==> src/rtl/rpq_pkg.sv <==
package rpq_pkg;

    localparam int QUEUE_DEPTH_DEF = 16;
    localparam int INDEX_MAX_DEF   = 15;

    localparam logic [2:0]  MED_TYPE   = 3'd5;
    localparam logic [23:0] PREVIEW_MS = 24'd5000;
    localparam logic [15:0] MS_PER_MIN = 16'(60 * 1000);

    localparam int S_DATA_W = 96;
    localparam int M_DATA_W = 56;

    typedef enum logic [2:0] {
        CMD_ENQ    = 3'd0,
        CMD_TICK   = 3'd1,
        CMD_ACK    = 3'd2,
        CMD_SNOOZE = 3'd3,
        CMD_CANCEL = 3'd4,
        CMD_DND    = 3'd5,
        CMD_MED    = 3'd6,
        CMD_NOP    = 3'd7
    } rpq_cmd_t;

    typedef enum logic [2:0] {
        ST_OK      = 3'd0,
        ST_DROPPED = 3'd1,
        ST_FULL    = 3'd2,
        ST_DUP     = 3'd3,
        ST_NO_ACT  = 3'd4,
        ST_SNZ_REF = 3'd5
    } rpq_status_t;

    typedef struct packed {
        logic [7:0]        snz;
        logic              ack;
        logic [23:0]       disp;
        logic signed [4:0] sched;
        logic signed [4:0] item;
        logic [2:0]        etype;
    } rpq_entry_t;

    typedef struct packed {
        rpq_cmd_t    cmd;
        logic [47:0] now;
        rpq_entry_t  ent;
        logic        enable;
    } rpq_req_t;

    typedef enum logic [4:0] {
        S_IDLE, S_DISP, S_REL, S_DUP_RD, S_DUP_CHK, S_ENQ_WR, S_START,
        S_MED_RD, S_MED_CHK, S_SH_RD, S_SH_WR, S_HEAD_RD, S_HEAD_CHK,
        S_ACT, S_PUR_RD, S_PUR_CHK, S_OUT
    } rpq_state_t;

    function automatic logic key_eq(input rpq_entry_t a, input rpq_entry_t b);
        return (a.etype == b.etype) && (a.item == b.item) && (a.sched == b.sched);
    endfunction

endpackage

==> src/rtl/rpq_mem.sv <==
module rpq_mem #(
    parameter int DEPTH = rpq_pkg::QUEUE_DEPTH_DEF,
    parameter int AW    = $clog2(rpq_pkg::QUEUE_DEPTH_DEF)
) (
    input  logic                aclk,
    input  logic                wr_en,
    input  logic [AW-1:0]       wr_addr,
    input  rpq_pkg::rpq_entry_t wr_data,
    input  logic [AW-1:0]       rd_addr,
    output rpq_pkg::rpq_entry_t rd_data
);
    import rpq_pkg::*;

    rpq_entry_t mem [DEPTH];

    always_ff @(posedge aclk) begin
        if (wr_en) begin
            mem[wr_addr] <= wr_data;
        end
    end

    always_ff @(posedge aclk) begin
        rd_data <= mem[rd_addr];
    end

endmodule

==> src/rtl/reminder_priority_queue.sv <==
// Reminder priority queue.
// Input channel (s_*): one request per handshake; s_tuser carries the command,
// s_tdata the time stamp and the entry fields. Output channel (m_*): exactly
// one result per request, carrying status, event flags, the active entry and
// the queue state after the request.
// Requests are processed one at a time by a sequencer around a queue memory
// with one write port and one read port (registered read data). Enqueue scans
// the queue for a duplicate; activation searches for a medication entry and
// closes the gap behind it, or else, outside medication mode, takes the head
// entry; a tick that also releases a snooze adds a duplicate scan; and a
// do-not-disturb purge compacts the queue in place.
// s_tready is high only while the sequencer is idle; a new request can be
// taken while the previous result still waits in the output register, and
// the sequencer holds a finished result until m_tready frees that register.
// Reset (aresetn low, synchronous) empties the queue, clears the active and
// snooze slots, the preview run and both modes. Queue memory is not cleared:
// only entries that were written are ever read.
module reminder_priority_queue #(
    parameter int QUEUE_DEPTH = rpq_pkg::QUEUE_DEPTH_DEF,
    parameter int INDEX_MAX   = rpq_pkg::INDEX_MAX_DEF
) (
    input  logic                          aclk,
    input  logic                          aresetn,
    input  logic                          s_tvalid,
    output logic                          s_tready,
    // now_ms[47:0], entry_type[50:48], entry_item[55:51], entry_schedule[60:56],
    // entry_display_ms[84:61], entry_needs_ack[85], entry_snooze_min[93:86],
    // enable[94], zero[95]
    input  logic [rpq_pkg::S_DATA_W-1:0]  s_tdata,
    // cmd[2:0]
    input  logic [2:0]                    s_tuser,
    output logic                          m_tvalid,
    input  logic                          m_tready,
    // status[2:0], started[3], finished[4], missed[5], active_valid[6],
    // active_type[9:7], active_item[14:10], active_schedule[19:15],
    // active_display_ms[43:20], active_needs_ack[44], queued_count[49:45],
    // preview_on[50], zero[55:51]
    output logic [rpq_pkg::M_DATA_W-1:0]  m_tdata
);
    import rpq_pkg::*;

    localparam int AW = $clog2(QUEUE_DEPTH);
    localparam int FW = $clog2(QUEUE_DEPTH + 1);
    localparam logic [FW-1:0] DEPTH_F = FW'(QUEUE_DEPTH);
    localparam logic [AW-1:0] LAST_A  = AW'(QUEUE_DEPTH - 1);

    rpq_state_t  state_reg, state_next;
    rpq_req_t    req_reg, req_next;
    rpq_entry_t  act_reg, act_next, snz_reg, snz_next;
    rpq_entry_t  cand_reg, cand_next, nxt_reg, nxt_next;
    logic        act_valid_reg, act_valid_next, snz_valid_reg, snz_valid_next;
    logic [47:0] act_start_reg, act_start_next, snz_due_reg, snz_due_next;
    logic [FW-1:0] prev_left_reg, prev_left_next;
    logic        prev_flag_reg, prev_flag_next;
    logic        dnd_reg, dnd_next, med_reg, med_next;
    logic [AW-1:0] head_reg, head_next, tail_reg, tail_next;
    logic [FW-1:0] fill_reg, fill_next, k_reg, k_next, n_reg, n_next;
    logic        ret_start_reg, ret_start_next;
    rpq_status_t status_reg, status_next;
    logic        started_reg, started_next, fin_reg, fin_next;
    logic        missed_reg, missed_next;
    logic        m_valid_reg, m_valid_next;
    logic [M_DATA_W-1:0] m_data_reg, m_data_next;

    // memory port
    logic          mem_we;
    logic [AW-1:0] mem_waddr, mem_raddr;
    rpq_entry_t    mem_wdata, mem_rdata;

    rpq_mem #(.DEPTH(QUEUE_DEPTH), .AW(AW)) u_mem (
        .aclk    (aclk),
        .wr_en   (mem_we),
        .wr_addr (mem_waddr),
        .wr_data (mem_wdata),
        .rd_addr (mem_raddr),
        .rd_data (mem_rdata)
    );

    function automatic logic [AW-1:0] slot_of(input logic [AW-1:0] base,
                                              input logic [FW-1:0] off);
        logic [FW:0] s;
        s = (FW+1)'(base) + (FW+1)'(off);
        if (s >= (FW+1)'(QUEUE_DEPTH)) begin
            s = s - (FW+1)'(QUEUE_DEPTH);
        end
        return s[AW-1:0];
    endfunction

    // out-of-range index reads as "none"
    function automatic logic signed [4:0] idx_clamp(input logic signed [4:0] v);
        logic bad;
        bad = (v[4] && v != -5'sd1) || (!v[4] && 32'(v[3:0]) > 32'(INDEX_MAX));
        return bad ? -5'sd1 : v;
    endfunction

    function automatic logic [AW-1:0] ptr_inc(input logic [AW-1:0] p);
        return (p == LAST_A) ? '0 : p + 1'b1;
    endfunction

    function automatic logic [AW-1:0] ptr_dec(input logic [AW-1:0] p);
        return (p == '0) ? LAST_A : p - 1'b1;
    endfunction

    // unpack the request
    rpq_req_t req_in;
    always_comb begin
        req_in.cmd       = rpq_cmd_t'(s_tuser);
        req_in.now       = s_tdata[47:0];
        req_in.ent.etype = s_tdata[50:48];
        req_in.ent.item  = idx_clamp(s_tdata[55:51]);
        req_in.ent.sched = idx_clamp(s_tdata[60:56]);
        req_in.ent.disp  = s_tdata[84:61];
        req_in.ent.ack   = s_tdata[85];
        req_in.ent.snz   = s_tdata[93:86];
        req_in.enable    = s_tdata[94];
    end

    // decision terms used by next-state and datapath logic
    logic        s_acc, out_free, q_full, q_empty;
    logic        enq_drop, enq_dup_act, mode_same, tmo_hit, rel_due, rel_refuse;
    logic        cand_match, rd_is_med, more_k1, more_k2;
    logic [47:0] elapsed;
    logic [23:0] snz_ms;
    logic [48:0] due_sum;
    logic [FW-1:0] n_inc;

    assign s_acc       = s_tvalid && s_tready;
    assign out_free    = !m_valid_reg || m_tready;
    assign q_full      = fill_reg >= DEPTH_F;
    assign q_empty     = fill_reg == '0;
    assign enq_drop    = dnd_reg && req_reg.ent.etype != MED_TYPE;
    assign enq_dup_act = act_valid_reg && key_eq(act_reg, req_reg.ent);
    assign mode_same   = (req_reg.cmd == CMD_DND) ? (dnd_reg == req_reg.enable)
                                                  : (med_reg == req_reg.enable);
    assign elapsed     = req_reg.now - act_start_reg;
    assign tmo_hit     = act_valid_reg && act_reg.disp != '0 &&
                         elapsed >= {24'd0, act_reg.disp};
    assign rel_due     = snz_valid_reg && req_reg.now >= snz_due_reg;
    assign rel_refuse  = (dnd_reg && snz_reg.etype != MED_TYPE) || q_full ||
                         (act_valid_reg && key_eq(act_reg, snz_reg));
    assign cand_match  = key_eq(mem_rdata, cand_reg);
    assign rd_is_med   = mem_rdata.etype == MED_TYPE;
    assign more_k1     = (k_reg + 1'b1) < fill_reg;
    assign more_k2     = (k_reg + FW'(2)) < fill_reg;
    assign snz_ms      = 24'(act_reg.snz) * 24'(MS_PER_MIN);
    assign due_sum     = {1'b0, req_reg.now} + {25'd0, snz_ms};
    assign n_inc       = n_reg + (rd_is_med ? 1'b1 : 1'b0);

    // next state
    always_comb begin
        state_next = state_reg;
        case (state_reg)
            S_IDLE: begin
                if (s_acc) state_next = S_DISP;
            end
            S_DISP: begin
                case (req_reg.cmd)
                    CMD_ENQ: begin
                        if (enq_drop || q_full || enq_dup_act) state_next = S_OUT;
                        else if (q_empty) state_next = S_ENQ_WR;
                        else state_next = S_DUP_RD;
                    end
                    CMD_TICK: state_next = S_REL;
                    CMD_ACK: state_next = act_valid_reg ? S_START : S_OUT;
                    CMD_SNOOZE: begin
                        if (act_valid_reg && act_reg.etype == MED_TYPE && act_reg.snz != '0)
                            state_next = S_START;
                        else
                            state_next = S_OUT;
                    end
                    CMD_CANCEL: state_next = S_START;
                    CMD_DND: begin
                        if (!mode_same && req_reg.enable && !q_empty) state_next = S_PUR_RD;
                        else state_next = S_OUT;
                    end
                    CMD_MED: begin
                        if (!mode_same && !req_reg.enable) state_next = S_START;
                        else state_next = S_OUT;
                    end
                    default: state_next = S_OUT;
                endcase
            end
            S_REL: begin
                if (!rel_due || rel_refuse) state_next = S_START;
                else if (q_empty) state_next = S_ENQ_WR;
                else state_next = S_DUP_RD;
            end
            S_DUP_RD: state_next = S_DUP_CHK;
            S_DUP_CHK: begin
                if (cand_match) state_next = ret_start_reg ? S_START : S_OUT;
                else if (more_k1) state_next = S_DUP_RD;
                else state_next = S_ENQ_WR;
            end
            S_ENQ_WR: state_next = ret_start_reg ? S_START : S_OUT;
            S_START: begin
                if (act_valid_reg) state_next = S_OUT;
                else if (!q_empty) state_next = S_MED_RD;
                else state_next = S_OUT;
            end
            S_MED_RD: state_next = S_MED_CHK;
            S_MED_CHK: begin
                if (rd_is_med) state_next = more_k1 ? S_SH_RD : S_ACT;
                else if (more_k1) state_next = S_MED_RD;
                else if (med_reg) state_next = S_OUT;
                else state_next = S_HEAD_RD;
            end
            S_SH_RD: state_next = S_SH_WR;
            S_SH_WR: state_next = more_k2 ? S_SH_RD : S_ACT;
            S_HEAD_RD: state_next = S_HEAD_CHK;
            S_HEAD_CHK: state_next = S_ACT;
            S_ACT: state_next = S_OUT;
            S_PUR_RD: state_next = S_PUR_CHK;
            S_PUR_CHK: state_next = more_k1 ? S_PUR_RD : S_OUT;
            S_OUT: begin
                if (out_free) state_next = S_IDLE;
            end
            default: state_next = S_IDLE;
        endcase
    end

    // memory port and handshake outputs
    always_comb begin
        s_tready  = state_reg == S_IDLE;
        mem_we    = 1'b0;
        mem_waddr = tail_reg;
        mem_wdata = cand_reg;
        mem_raddr = slot_of(head_reg, k_reg);
        case (state_reg)
            S_SH_RD: mem_raddr = slot_of(head_reg, k_reg + 1'b1);
            S_HEAD_RD: mem_raddr = head_reg;
            S_ENQ_WR: mem_we = 1'b1;
            S_SH_WR: begin
                mem_we    = 1'b1;
                mem_waddr = slot_of(head_reg, k_reg);
                mem_wdata = mem_rdata;
            end
            S_PUR_CHK: begin
                mem_we    = rd_is_med;
                mem_waddr = slot_of(head_reg, n_reg);
                mem_wdata = mem_rdata;
            end
            default: ;
        endcase
    end

    // datapath
    always_comb begin
        rpq_entry_t  e;
        logic [FW-1:0] left;
        logic [FW+4:0] fill_ext;

        req_next       = req_reg;
        act_next       = act_reg;
        act_valid_next = act_valid_reg;
        act_start_next = act_start_reg;
        snz_next       = snz_reg;
        snz_valid_next = snz_valid_reg;
        snz_due_next   = snz_due_reg;
        cand_next      = cand_reg;
        nxt_next       = nxt_reg;
        prev_left_next = prev_left_reg;
        prev_flag_next = prev_flag_reg;
        dnd_next       = dnd_reg;
        med_next       = med_reg;
        head_next      = head_reg;
        tail_next      = tail_reg;
        fill_next      = fill_reg;
        k_next         = k_reg;
        n_next         = n_reg;
        ret_start_next = ret_start_reg;
        status_next    = status_reg;
        started_next   = started_reg;
        fin_next       = fin_reg;
        missed_next    = missed_reg;
        m_valid_next   = m_valid_reg;
        m_data_next    = m_data_reg;
        e              = nxt_reg;
        left           = prev_left_reg;
        fill_ext       = {5'd0, fill_reg};

        if (m_valid_reg && m_tready) m_valid_next = 1'b0;

        case (state_reg)
            S_IDLE: begin
                if (s_acc) begin
                    req_next       = req_in;
                    status_next    = ST_OK;
                    started_next   = 1'b0;
                    fin_next       = 1'b0;
                    missed_next    = 1'b0;
                    ret_start_next = 1'b0;
                    k_next         = '0;
                    n_next         = '0;
                end
            end
            S_DISP: begin
                cand_next = req_reg.ent;
                case (req_reg.cmd)
                    CMD_ENQ: begin
                        if (enq_drop) status_next = ST_DROPPED;
                        else if (q_full) status_next = ST_FULL;
                        else if (enq_dup_act) status_next = ST_DUP;
                    end
                    CMD_TICK: begin
                        if (tmo_hit) begin
                            missed_next    = act_reg.ack;
                            fin_next       = 1'b1;
                            act_valid_next = 1'b0;
                            act_next       = '0;
                            act_start_next = '0;
                        end
                    end
                    CMD_ACK: begin
                        if (!act_valid_reg) begin
                            status_next = ST_NO_ACT;
                        end else begin
                            prev_left_next = fill_reg;
                            prev_flag_next = !q_empty;
                            fin_next       = 1'b1;
                            act_valid_next = 1'b0;
                            act_next       = '0;
                            act_start_next = '0;
                        end
                    end
                    CMD_SNOOZE: begin
                        if (!act_valid_reg) begin
                            status_next = ST_NO_ACT;
                        end else if (act_reg.etype != MED_TYPE || act_reg.snz == '0) begin
                            status_next = ST_SNZ_REF;
                        end else begin
                            snz_next       = act_reg;
                            snz_valid_next = 1'b1;
                            snz_due_next   = due_sum[48] ? '1 : due_sum[47:0];
                            fin_next       = 1'b1;
                            act_valid_next = 1'b0;
                            act_next       = '0;
                            act_start_next = '0;
                        end
                    end
                    CMD_CANCEL: begin
                        if (act_valid_reg) begin
                            fin_next       = 1'b1;
                            act_valid_next = 1'b0;
                            act_next       = '0;
                            act_start_next = '0;
                        end
                    end
                    CMD_DND: begin
                        if (!mode_same) begin
                            dnd_next = req_reg.enable;
                            if (req_reg.enable) begin
                                prev_flag_next = 1'b0;
                                prev_left_next = '0;
                            end
                        end
                    end
                    CMD_MED: begin
                        if (!mode_same) med_next = req_reg.enable;
                    end
                    default: ;
                endcase
            end
            S_REL: begin
                // due snooze goes back through the enqueue checks; refusal loses it
                if (rel_due) begin
                    snz_valid_next = 1'b0;
                    cand_next      = snz_reg;
                    ret_start_next = 1'b1;
                end
            end
            S_DUP_CHK: begin
                if (cand_match) begin
                    if (!ret_start_reg) status_next = ST_DUP;
                end else begin
                    k_next = k_reg + 1'b1;
                end
            end
            S_ENQ_WR: begin
                tail_next = ptr_inc(tail_reg);
                fill_next = fill_reg + 1'b1;
            end
            S_START: begin
                k_next = '0;
                if (!act_valid_reg && q_empty && !med_reg) begin
                    prev_flag_next = 1'b0;
                    prev_left_next = '0;
                end
            end
            S_MED_CHK: begin
                if (rd_is_med) begin
                    nxt_next = mem_rdata;
                    if (!more_k1) begin
                        tail_next = ptr_dec(tail_reg);
                        fill_next = fill_reg - 1'b1;
                    end
                end else begin
                    k_next = k_reg + 1'b1;
                end
            end
            S_SH_WR: begin
                k_next = k_reg + 1'b1;
                if (!more_k2) begin
                    tail_next = ptr_dec(tail_reg);
                    fill_next = fill_reg - 1'b1;
                end
            end
            S_HEAD_CHK: begin
                nxt_next  = mem_rdata;
                head_next = ptr_inc(head_reg);
                fill_next = fill_reg - 1'b1;
            end
            S_ACT: begin
                if (prev_flag_reg && prev_left_reg != '0) begin
                    e.disp = PREVIEW_MS;
                    e.ack  = 1'b0;
                    e.snz  = '0;
                    left   = prev_left_reg - 1'b1;
                end
                prev_left_next = left;
                if (prev_flag_reg && left == '0) prev_flag_next = 1'b0;
                act_next       = e;
                act_valid_next = 1'b1;
                act_start_next = req_reg.now;
                started_next   = 1'b1;
            end
            S_PUR_CHK: begin
                // in-place compaction relative to head keeps logical order
                n_next = n_inc;
                k_next = k_reg + 1'b1;
                if (!more_k1) begin
                    fill_next = n_inc;
                    tail_next = slot_of(head_reg, n_inc);
                end
            end
            S_OUT: begin
                if (out_free) begin
                    m_valid_next = 1'b1;
                    m_data_next  = '0;
                    m_data_next[2:0]   = status_reg;
                    m_data_next[3]     = started_reg;
                    m_data_next[4]     = fin_reg;
                    m_data_next[5]     = missed_reg;
                    m_data_next[6]     = act_valid_reg;
                    m_data_next[9:7]   = act_valid_reg ? act_reg.etype : 3'd0;
                    m_data_next[14:10] = act_valid_reg ? act_reg.item : -5'sd1;
                    m_data_next[19:15] = act_valid_reg ? act_reg.sched : -5'sd1;
                    m_data_next[43:20] = act_valid_reg ? act_reg.disp : 24'd0;
                    m_data_next[44]    = act_valid_reg && act_reg.ack;
                    m_data_next[49:45] = fill_ext[4:0];
                    m_data_next[50]    = prev_flag_reg || (act_valid_reg && !act_reg.ack &&
                                         act_reg.disp == PREVIEW_MS);
                end
            end
            default: ;
        endcase
    end

    always_ff @(posedge aclk) begin
        if (!aresetn) begin
            state_reg     <= S_IDLE;
            act_valid_reg <= 1'b0;
            act_reg       <= '0;
            act_start_reg <= '0;
            snz_valid_reg <= 1'b0;
            snz_reg       <= '0;
            snz_due_reg   <= '0;
            prev_left_reg <= '0;
            prev_flag_reg <= 1'b0;
            dnd_reg       <= 1'b0;
            med_reg       <= 1'b0;
            head_reg      <= '0;
            tail_reg      <= '0;
            fill_reg      <= '0;
            m_valid_reg   <= 1'b0;
        end else begin
            state_reg     <= state_next;
            act_valid_reg <= act_valid_next;
            act_reg       <= act_next;
            act_start_reg <= act_start_next;
            snz_valid_reg <= snz_valid_next;
            snz_reg       <= snz_next;
            snz_due_reg   <= snz_due_next;
            prev_left_reg <= prev_left_next;
            prev_flag_reg <= prev_flag_next;
            dnd_reg       <= dnd_next;
            med_reg       <= med_next;
            head_reg      <= head_next;
            tail_reg      <= tail_next;
            fill_reg      <= fill_next;
            m_valid_reg   <= m_valid_next;
        end
    end

    always_ff @(posedge aclk) begin
        req_reg       <= req_next;
        cand_reg      <= cand_next;
        nxt_reg       <= nxt_next;
        k_reg         <= k_next;
        n_reg         <= n_next;
        ret_start_reg <= ret_start_next;
        status_reg    <= status_next;
        started_reg   <= started_next;
        fin_reg       <= fin_next;
        missed_reg    <= missed_next;
        m_data_reg    <= m_data_next;
    end

    assign m_tvalid = m_valid_reg;
    assign m_tdata  = m_data_reg;

endmodule

==> config.mk <==
export PLATFORM = sky130hd
export DESIGN_NAME = reminder_priority_queue
export DESIGN_NICKNAME = d
export VERILOG_FILES = /design/src/rtl/rpq_pkg.sv /design/src/rtl/rpq_mem.sv /design/src/rtl/reminder_priority_queue.sv
export SDC_FILE = /design/constraint.sdc
export NUM_CORES = 2
export LEC_CHECK = 0
export BUFFER_PORTS_ARGS = -buffer_cell sky130_fd_sc_hd__buf_2
export CAP_MARGIN = 20
export CORE_MARGIN = 2
export CORE_UTILIZATION = 41
export DETAILED_ROUTE_END_ITERATION = 12
export MAX_ROUTING_LAYER = met4
export PLACE_DENSITY = 0.7
export RECOVER_POWER = 100
export SKIP_LAST_GASP = 1
export SLEW_MARGIN = 20
export SYNTH_ARGS = -nofsm -noshare
export SYNTH_HDL_FRONTEND = slang
export SYNTH_HIERARCHICAL = 1
export SYNTH_SLANG_ARGS = --single-unit
==> constraint.sdc <==
create_clock -name aclk -period 6.6 [get_ports aclk]
set_clock_uncertainty 0.1 [all_clocks]
set_input_delay 0.66 -clock aclk [delete_from_list [all_inputs] [get_ports aclk]]
set_output_delay 0.66 -clock aclk [all_outputs]
set_load 0.01 [all_outputs]
==> key figures <==
Clock network
  • CTS tree: built
  • H-tree depth: 3
  • Clock buffer depth: 3
  • Num CTS Buffers: ~120
  • # clock sinks: approximately 1,300
  • Setup bufs post-CTS: 0
  • Clk slew on worst S/H paths: 70 ps
  • Worst-skew pair later-pin latency: around 770 ps
  • Root Buffer: clkbuf_16

Global routing
  • Largest net degree at the start of global routing: 96
  • Global route overflow: 0
  • GRT met2 Usage: 0.3641
  • GRT Total Usage: 0.2240
  • Initial antenna violation count: 9
  • Vias in the first global route: approximately 36,000
  • GR met3 Demand/Resource: 0.03223
  • First-pass GRT wire length: 232.8 mm
  • Top Usage Layer GRT: met2
  • Met1 Usage GRT: 0.2925

STA
  • Smallest hold slack: roughly 63 ps
  • Max Transition Viols Final: 1,312
  • Worst slew pin tran: 4025 ps
  • Final period util: 0.9313
  • Number of hold violations in the final report: 0
  • Slew headroom: -1.684
  • Count of final setup violators: 0
  • Final Critical Period: 6147 ps
  • Fmax: between 0.15 and 0.2 GHz

Power
  • Peak VDD IR: ~0.27 mV
  • Clock power frac: 0.278
  • Psw: about 0.008 W
  • Sequential power share: 0.430
  • Internal: about 0.016 W
  • P_leak: 22.10 nW
  • Switch share: 0.3267
  • Power Density: around 380 nW/um^2
  • Comb power frac: 0.292

Run status
  • Violated checks: max-capacitance violations, max-slew violations
  • Outcome: finished, violations left

Setup path
  • Worst-path fanout max: 95
  • Critical path class: reg2reg
  • Crit. End Element: register
  • CP Launch Type: register
  • Critical path arrival: ~6600 ps
  • CP required: between 7000 and 8000 ps

Detailed routing
  • Post-route ant nets: 0
  • Average routed wire per standard cell: roughly 24 um
  • Via Count: between 30,000 and 40,000
  • Drt drc: 0
  • WL final: between 150 and 200 mm
  • Via density: 5.664
  • Iter 0 DRT Violations: around 3,800
  • 1st-pass router iterations: 6

Synthesis
  • Most common cell in the netlist: edfxtp_1
  • Mapped Area: between 50,000 and 60,000 sq um
  • Number of flops mapped to enable cells by yosys: just under 1,000
  • Seq/Total Area, Yosys: 0.6142
  • Synth top area share: 0.5221
  • Syn avg cell area: around 13 sq um
  • Synth Instances: 4,320
  • Synth cell types: between 80 and 90
  • Cell taking the most area after synthesis: edfxtp_1
  • Leading register cell type out of synthesis: edfxtp_1
  • Post-synth top cells: 994 x edfxtp_1, 507 x nand2_1, 263 x dfxtp_1, 249 x inv_1, 225 x ha_1
  • Async SR Flop Fraction: 0
  • Largest cells by area after synthesis: edfxtp_1 52%, dfxtp_1 9.2%, mux4_2 7.2%
  • Synth warn: 6
  • Synth Register Bits: 1,257

Run
  • Maxcap violations: 33

Placement
  • Gpl congestion: 0.9355
  • PortBufs: ~150
  • Detailed Place HPWL: about 98 mm

Cells and area
  • P&R area growth vs syn: 13.05%
  • Post-layout util: 0.4649
  • Layout Nets: roughly 4,900
  • Share of cells above drive strength 1: 0.1223
  • Max reg flops: approximately 740

Die
  • Die Area: ~140,000 sq um
  • IO Pins: 161
  • Cell row count: ~140
  • Die height: ~380 um
  • Area of the core: roughly 140,000 sq um
  • Die width: 377.4 um
  • Starting Density: 0.4113

Worst hold path
  • Min-delay worst type: in2reg
-- cells in the final DEF (no fill, tap or decap), types with 30 or more instances in the layout --
| cell | count |
|---|---|
| nand2b_1 | 31 |
| clkbuf_16 | 120 |
| a22oi_1 | 99 |
| ha_1 | 224 |
| nand4_1 | 52 |
| buf_2 | 89 |
| mux2_1 | 46 |
| o21ai_0 | 240 |
| xor2_1 | 68 |
| nor3_1 | 50 |
| dfxtp_1 | 263 |
| nand2_1 | 507 |
| inv_1 | 247 |
| edfxtp_1 | 994 |
| a21oi_1 | 183 |
| buf_4 | 30 |
| a21boi_0 | 58 |
| dlygate4sd3_1 | 87 |
| mux4_2 | 184 |
| clkbuf_1 | 115 |
| nor2_1 | 121 |
| a21o_1 | 55 |
| xnor2_1 | 76 |
| nand3_1 | 144 |
-- worst max-delay path, cell delays in order, from the launching register on --
cell and delay (ps):
edfxtp_1 450, inv_1 140, ha_1 210, inv_1 60
fa_1 410, a211oi_1 310, o21bai_1 130, a21oi_1 230
o21ai_0 120, a21oi_1 260, o21bai_1 90, a21oi_1 180
xnor2_1 200, ha_1 310, a211o_1 310, a32oi_1 210
nand4_1 160, nor4_1 290, nand4_1 140, nand4b_1 270
nor4_1 500, a21oi_4 90, buf_6 320, or2_0 340
-- layer usage --
metal	part of all wire	routed length, um
met1	0.41	64700
met2	0.48	75430
met3	0.078	12160
met4	0.027	4224
met5	0	0
-- cell type report --
class                           count  area, sq um
Antenna cell                        5        12.51
Clock buffer                      162         3211
Clock inverter                     64        673.1
Fill cell                       12090        74380
Inverter                          249        935.9
Multi-Input combinational cell   2601        20300
Sequential cell                  1257        35110
Tap cell                         1876         2347
Timing Repair Buffer              310         2039
-- path summary, 6_finish.rpt --
path	start	cells past startpoint	end	slack [ps]
min	s_tdata[52]	2	req_reg[5]	60
max	req_reg[47]	23	fin_reg	450
min reg2reg	u_mem/rd_data[20]	0	nxt_reg[20]	290
max reg2reg	req_reg[47]	23	fin_reg	450
-- through the flow --
| stage | power [W] | instance area (sq um) | setup TNS (ps) | worst slack (ps) | std cells |
|---|---|---|---|---|---|
| after detailed placement | 0.01765 | 60230 | 0 | 171.4 | 6206 |
| after floorplan | 0.01543 | 57190 | 0 | 195.7 | 4324 |
| after global routing | 0.02548 | 64640 | -46.73 | -32.30 | 6524 |
| final | 0.02440 | 64640 | 0 | 453.3 | 6524 |
| after global placement | 0.01755 | 60230 | 0 | 209.4 | 6206 |
| after CTS | 0.02448 | 64990 | 0 | 88.90 | 6519 |
-- power by group through the flow --
stage	registers [W]	logic, W	clock network (W)
after floorplan	0.0103	0.00517	0
after global placement	0.0106	0.00694	0
after detailed placement	0.0106	0.00705	0
after CTS	0.0105	0.00714	0.00689
after global routing	0.0105	0.00774	0.00720
final	0.0105	0.00711	0.00679
-- cell families (layout without fill, tap and decap cells) --
family                     count (synthesis)  in the layout  share of synthesized area
other                                      1             10                 0.00006559
muxes                                    244            244                    0.08406
and+or+nand+nor                         1088           1088                    0.08828
AOI/OAI and AO/OA                        866            866                    0.09806
DFF                                     1257           1257                     0.6142
buffers and inverters                    466            785                    0.03392
xor gates and xnor gates                 144            144                    0.02206
adders and majority gates                254            254                    0.05939
-- repair_timing --
item	4_1_cts	5_1_grt
endpoints found under the setup margin	0	48
hold endpoints to repair	87	0
gates resized for setup	0	17
hold buffers	87	0
Note: power is estimated with default switching activity, not from simulation.
